[src/sv/kmeans_assign_update_core_macros.svh]
// Assertion macros shared by the k-means core
`ifndef KMEANS_ASSIGN_UPDATE_CORE_MACROS_SVH
`define KMEANS_ASSIGN_UPDATE_CORE_MACROS_SVH

// Implication checked every cycle outside reset
`define KM_ASSERT_IMP(label, clk, rst_n, ante, cons) \
  label: assert property (@(posedge clk) disable iff (!rst_n) (ante) |-> (cons)) \
    else $error("%m: check failed");

// Next-cycle implication outside reset
`define KM_ASSERT_NEXT(label, clk, rst_n, ante, cons) \
  label: assert property (@(posedge clk) disable iff (!rst_n) (ante) |=> (cons)) \
    else $error("%m: check failed");

`endif

[src/sv/kmau_pkg.sv]
`timescale 1ns / 1ps
`default_nettype none
package kmau_pkg;
  localparam int MaxK = 8;
  localparam int MaxPoints = 65536;
  localparam int CntW = 17;
  localparam int SumW = 33;

  localparam logic [1:0] CMD_LOAD   = 2'd0;
  localparam logic [1:0] CMD_POINT  = 2'd1;
  localparam logic [1:0] CMD_FINISH = 2'd2;

  typedef struct packed {
    logic [1:0]         cmd;
    logic [2:0]         slot;
    logic signed [15:0] coord_x;
    logic signed [15:0] coord_y;
  } km_in_t;

  typedef struct packed {
    logic [2:0]         cluster;
    logic signed [15:0] mean_x;
    logic signed [15:0] mean_y;
    logic [16:0]        members;
    logic               empty_cluster;
    logic               last;
  } km_out_t;

  // Contents of one cell, handed to the neighbour on rotation
  typedef struct packed {
    logic signed [15:0]     cx;
    logic signed [15:0]     cy;
    logic signed [SumW-1:0] sx;
    logic signed [SumW-1:0] sy;
    logic [CntW-1:0]        cnt;
  } km_cell_t;

  // Control from the sequencer to the row of cells
  typedef struct packed {
    logic               rotate;
    logic               load;
    logic               acc;
    logic               fin;
    logic [2:0]         sel;
    logic signed [15:0] px;
    logic signed [15:0] py;
    logic signed [15:0] mx;
    logic signed [15:0] my;
  } km_ctrl_t;
endpackage
`default_nettype wire

[src/sv/kmau_cell.sv]
`timescale 1ns / 1ps
`default_nettype none
// One cluster slot: holds its centroid and accumulators, passes them on rotation
module kmau_cell import kmau_pkg::*; (
  input  wire logic     clk,
  input  wire logic     rst_n,
  input  wire logic [2:0] idx,
  input  km_ctrl_t      ctrl,
  input  km_cell_t      prev,
  output km_cell_t      cur
);
  km_cell_t cell_r, cell_nxt;
  assign cur = cell_r;

  always_comb begin
    cell_nxt = cell_r;
    if (ctrl.rotate) begin
      cell_nxt = prev;
      // cluster leaving the head on a finish walk: cleared sums, and a new centroid when load is set
      if (ctrl.fin && idx == 3'(MaxK - 1)) begin
        if (ctrl.load) begin
          cell_nxt.cx = ctrl.mx;
          cell_nxt.cy = ctrl.my;
        end
        cell_nxt.sx  = '0;
        cell_nxt.sy  = '0;
        cell_nxt.cnt = '0;
      end
    end else if (ctrl.load && ctrl.sel == idx) begin
      cell_nxt.cx = ctrl.px;
      cell_nxt.cy = ctrl.py;
    end else if (ctrl.acc && ctrl.sel == idx &&
                 cell_r.cnt < CntW'(MaxPoints)) begin
      cell_nxt.cnt = cell_r.cnt + 1'b1;
      cell_nxt.sx  = cell_r.sx + SumW'(ctrl.px);
      cell_nxt.sy  = cell_r.sy + SumW'(ctrl.py);
    end
  end

  always_ff @(posedge clk) begin
    if (!rst_n) cell_r <= '0;
    else        cell_r <= cell_nxt;
  end
endmodule
`default_nettype wire

[config.mk]
export PLATFORM = sky130hd
export DESIGN_NAME = kmau_cell
export DESIGN_NICKNAME = d
export VERILOG_FILES = /design/src/sv/kmeans_assign_update_core_macros.svh /design/src/sv/kmau_pkg.sv /design/src/sv/kmau_cell.sv
export SDC_FILE = /design/constraint.sdc
export NUM_CORES = 1
export LEC_CHECK = 0
export ABC_AREA = 0
export BUFFER_PORTS_ARGS = -buffer_cell sky130_fd_sc_hd__clkbuf_2
export CORE_MARGIN = 2
export CORE_UTILIZATION = 52
export CTS_CLUSTER_DIAMETER = 40
export CTS_CLUSTER_SIZE = 28
export DETAILED_ROUTE_END_ITERATION = 10
export PLACE_DENSITY = 0.88
export SYNTH_ARGS = -nofsm -noshare
export SYNTH_HDL_FRONTEND = slang
export SYNTH_SLANG_ARGS = --single-unit
[constraint.sdc]
create_clock -name clk -period 3.6 [get_ports clk]
set_input_delay 0.36 -clock clk [delete_from_list [all_inputs] [get_ports clk]]
set_output_delay 0.36 -clock clk [all_outputs]
set_load 0.01 [all_outputs]
* Word level (Yosys, flattened, before mapping)
Cells that the tools add are included. Widths: inputs -> output; s select.
Word-level totals: register bits after elaboration 115, logic and storage cells 25, input bits 191, output and inout bits 115
Cells by class: equality and inequality tests 3, muxes and demuxes 6, magnitude comparators 1, $add $sub $neg 3, reduce and logical (&&, ||, !) cells 7
Operators with widths (number):
- $mux 115 | 2
- $mux 83 | 2
- $add 33x16->33 | 2
- $mux 32 | 2
- $add 17x1->17 const B | 1
- $lt 17x17->1 const B | 1
- $logic_and 1x1->1 | 4
- $reduce_bool 2->1 | 2
- $eq 3x3->1 | 1
- $eq 3x3->1 const B | 1
- $ne 2x2->1 const B | 1
- $reduce_and 2->1 | 1

* Logic depth before layout (Yosys ltp)
depth after elaboration 6, depth in mapped cells 11, gate-level depth less buffers 11

* Worst setup path after synthesis
Ideal clock, no wire load.
kind in2reg, start in ctrl[32] (netlist name), end reg cell_r, in the netlist cur[41], slack 682 ps, cell stages on the path 11, library setup time 103 ps, data arrival time 2815 ps, required time 3497 ps, path buffers 0, path through ha_1 -> fa_1 -> a21o_1 -> a21o_1 -> a31o_1 -> a2111oi_4 -> o21ai_2 -> a31oi_2 -> xnor2_1 -> a211oi_2 -> a2111oi_2
On the way: cells in the longest elaborated chain, start to end 4
Ends and longest elaborated chain:
- from (decl) | RTL line kmau_cell.sv:8 | input km_ctrl_t ctrl,
- $add 33x16->33 | RTL line kmau_cell.sv:36 | cell_nxt.sy = cell_r.sy + SumW'(ctrl.py);
- $mux 83 | RTL line kmau_cell.sv:32 | end else if (ctrl.acc && ctrl.sel == idx &&
- $mux 83 | RTL line kmau_cell.sv:29 | end else if (ctrl.load && ctrl.sel == idx) begin
- $mux 115 | RTL line kmau_cell.sv:17 | if (ctrl.rotate) begin
- to (signal assigned) | RTL line kmau_cell.sv:42 | else cell_r <= cell_nxt;
- to (decl) | RTL line kmau_cell.sv:12 | km_cell_t cell_r, cell_nxt;
No other way between the ends. The select of a mux whose other input is x is not followed. A chain may end at the register's enable or synchronous reset.

* Worst setup path in the final report
start reg cell_r, in the netlist cur[17], end reg cell_r, in the netlist cur[41]
On the way: cells in the longest elaborated chain, start to end 4
Ends and longest elaborated chain (RTL line):
- $add 33x16->33 | kmau_cell.sv:36
- $mux 83 | kmau_cell.sv:32
- $mux 83 | kmau_cell.sv:29
- $mux 115 | kmau_cell.sv:17
No other way between the ends. The select of a mux whose other input is x is not followed.

==> impl_results.md <==
- Status: complete, no violations
- Die Span Y: 137.4 um
- Time the worst path needs with I/O delays and setup: 3.111 ns
- DRT Pass-1 Iters: 5
- Hold Crit Start: prev[31]
- Number of global-route vias before repair: 9714
- H-tree depth: 4
- CTS clk-pin slew, worst paths: 0.06 ns
- PnR worst setup slack: about 0.49 ns
- Starting Density: 0.5329
- Hold Fails Final Rpt: 0
- Final Routed Wirelength: 31920 um
- Core Area: 17360 um^2
- Cell Rows: 48
- Post-synth EDFFs: 0
- DR iter-0 viols: 702
- Clk_lat worst skew: 0.42 ns
- YS warnings: 0
- XOR/XNOR share of the synthesized area: 0.05777
- Fmax: 321.5 MHz
- Reg area: 2302 um^2
- Power Density: 407.2 nW/um^2
- Synth Area in Adders: 0.09226
- Final Max Slew Viols: 0
- Setup_tns: 0 ns
- Tightest Pin Transition: 0.9400 ns
- Largest family of logic cells by synthesized area: compound AO/OA/AOI/OAI gates
- Max-Cap Viols: 0
- GPL Wtd Cong: just over 0.9
- RR Startpoint: cur[17]
- Most frequent cells in the layout: clkbuf_2, a21oi_1, nand2_1
- Worst setup SP type: register
- Initial antenna violation count: 6
- Register area share after synthesis: 0.2489
- WS Path Type: reg2reg
- Post-CTS sizing: 0
- Postcts setup bufs: 0
- Critical Path AT: about 3.4 ns
- Pre-CTS setup slack: 0.3490 ns
- Leakage: 5.598 nW
- Avg WL per Cell: between 15 and 20 um
- Fin crit share: 0.8641
- Async SR Flop Fraction: 0
- Hold Crit Depth: 3
- Hold path endpoint: cur[31]
- Skew final: 0.01157 ns
- Dominant synthesized flop cell: dfxtp_1
- CP Data Required Time: 3.92 ns
- Post-DRT Antenna Nets: 0
- Total vias in the final route: 10510
- Multi-input gate area: roughly 6500 um^2
- Worst R2R Setup Slack: 0.49 ns
- Ports: 306
- DR vias/cell: 6.072
- Largest net degree at the start of global routing: a little under 100
- Hold Crit Class: in2reg
- # fillers: 1449
- Reg2Reg Depth: 11
- CP endpoint kind: register
- Die X: roughly 140 um
- Clock root buffer: clkbuf_16
- Synth cell types: between 70 and 80
- Compound-cell area share of the yosys netlist: 0.3189
- GRT Util Overall: 0.3276
- Post-Synth Simple-Gate Area: 0.2001
- Cell count after synthesis: 1228
- Slew headroom: 0.3734
- Net count, final: 1745
- Peak supply drop: between 0.0003 and 0.0004 V
- Total congestion overflow: 0
- DRC viols: 0
- PortBufs: between 300 and 400
- # setup viols final: 0
- RSZ-0062 raised after global routing: no
- Capturing point of the worst reg2reg path: cur[41]
- Largest register FFs: 115
- Clk buf depth: 2
- Area of the die: 18870 um^2
- Mapped cell area: just over 9000 um^2
- CP Max Fanout: 4
- Commonest non-fill, non-tap cell in the layout: clkbuf_2
- TritonCTS buffer count: 17
- CTS tree: yes
- Clock Sinks: 115
- Area Growth Syn to Fin: 24.92%
- Layout cells sized above 1: 0.2567
- Post-Syn Nets: 1486
- Post-synthesis register bit count: 115
- Multiplexer area fraction after synthesis: 0.03571
- Final core occ: 0.6657
- CTS hold repair buffers: 0
- Mean Syn Cell Area: 7.532 um^2
- Post-DP HPWL: 23650 um
- First-pass GRT wire length: 48780 um
==> power by group <==
group	internal, mW	switching [mW]	leakage, nW	total, mW
combinational	0.580	0.798	4.35	1.38
sequential	1.37	0.0838	0.950	1.45
clock	1.22	0.651	0.302	1.88
==> critical path, cell delays in order (launching register included) <==
cell and delay (ns):
dfxtp_1 0.32, ha_1 0.22, fa_1 0.41, a21o_1 0.20
a21o_1 0.21, a31o_1 0.27, a2111oi_4 0.39, o21ai_2 0.16
a31oi_2 0.25, xnor2_1 0.16, a211oi_2 0.07, a2111oi_2 0.34
==> worst max path at each step <==
stage              from      end  slack, ns  cells past startpoint
3_5_place_dp   ctrl[32]  cur[41]       0.35                     12
2_1_floorplan  ctrl[32]  cur[41]       0.68                     11
6_report        cur[17]  cur[41]       0.49                     11
3_3_place_gp   ctrl[32]  cur[41]       0.41                     12
5_1_grt         cur[17]  cur[41]       0.34                     11
4_1_cts         cur[17]  cur[41]       0.49                     11
==> Yosys cell counts (9+ instances only) <==
cell type    n  share of area
mux2i_1     33          0.036
nand2_1    135          0.055
a211oi_1    43          0.035
inv_1       20         0.0081
clkbuf_1    62          0.025
o211ai_1    20          0.016
ha_1        65          0.088
o21ai_0     74          0.040
a31oi_1     13         0.0088
nor2_1     100          0.041
nor2b_1     43          0.029
xnor2_1     37          0.035
nand4_1     14         0.0095
a21o_1      26          0.021
nand3_1     35          0.019
dfxtp_1    115           0.25
buf_2       11         0.0060
a21oi_1    170          0.092
a22o_1      14          0.013
o21bai_1     9         0.0073
and3_1      10         0.0068
xor2_1      24          0.023
nor3_1      16         0.0087
==> logic make-up (layout without fill, tap and decap cells) <==
group | count (synthesis) | in the layout
adders and majority gates | 67 | 67
AOI/OAI and AO/OA | 453 | 453
xor gates and xnor gates | 61 | 61
buffers and inverters | 105 | 377
muxes | 33 | 33
DFF | 115 | 115
and+or+nand+nor | 394 | 394
other | 0 | 6
==> metal layers <==
metal  wire length [um]  vias up  GRT usage  part of all wire
met5                 11        -          0           0.00034
met4               1487        2     0.1879             0.047
met3               2583      100    0.07064             0.081
met2              14580      496     0.5210              0.46
met1              13260     4870     0.4091              0.42
li1                   -     5043          -                 -
==> metrics by stage <==
| step | std cells | instance area (um^2) | hold slack (ns) | total power [mW] |
|---|---|---|---|---|
| 3_5_place_dp | 1693 | 10900 | 0.4838 | 2.823 |
| 5_1_grt | 1730 | 11550 | 0.1769 | 4.929 |
| 2_1_floorplan | 1228 | 9249 | 0.4915 | 2.387 |
| 4_1_cts | 1725 | 11540 | 0.1572 | 4.703 |
| 6_report | 1731 | 11550 | 0.1766 | 4.705 |
| 3_3_place_gp | 1693 | 10900 | 0.4695 | 2.794 |
==> area by class of cell <==
class | count | area share
multi-input cells | 1008 | 0.5658
flip-flops and latches | 115 | 0.1993
inverters | 20 | 0.006498
repair buffers | 325 | 0.1475
clock buffers | 18 | 0.03715
well taps | 225 | 0.02437
diodes | 6 | 0.001300
clock inverters | 14 | 0.01809
(Power assumes the default switching activity.)
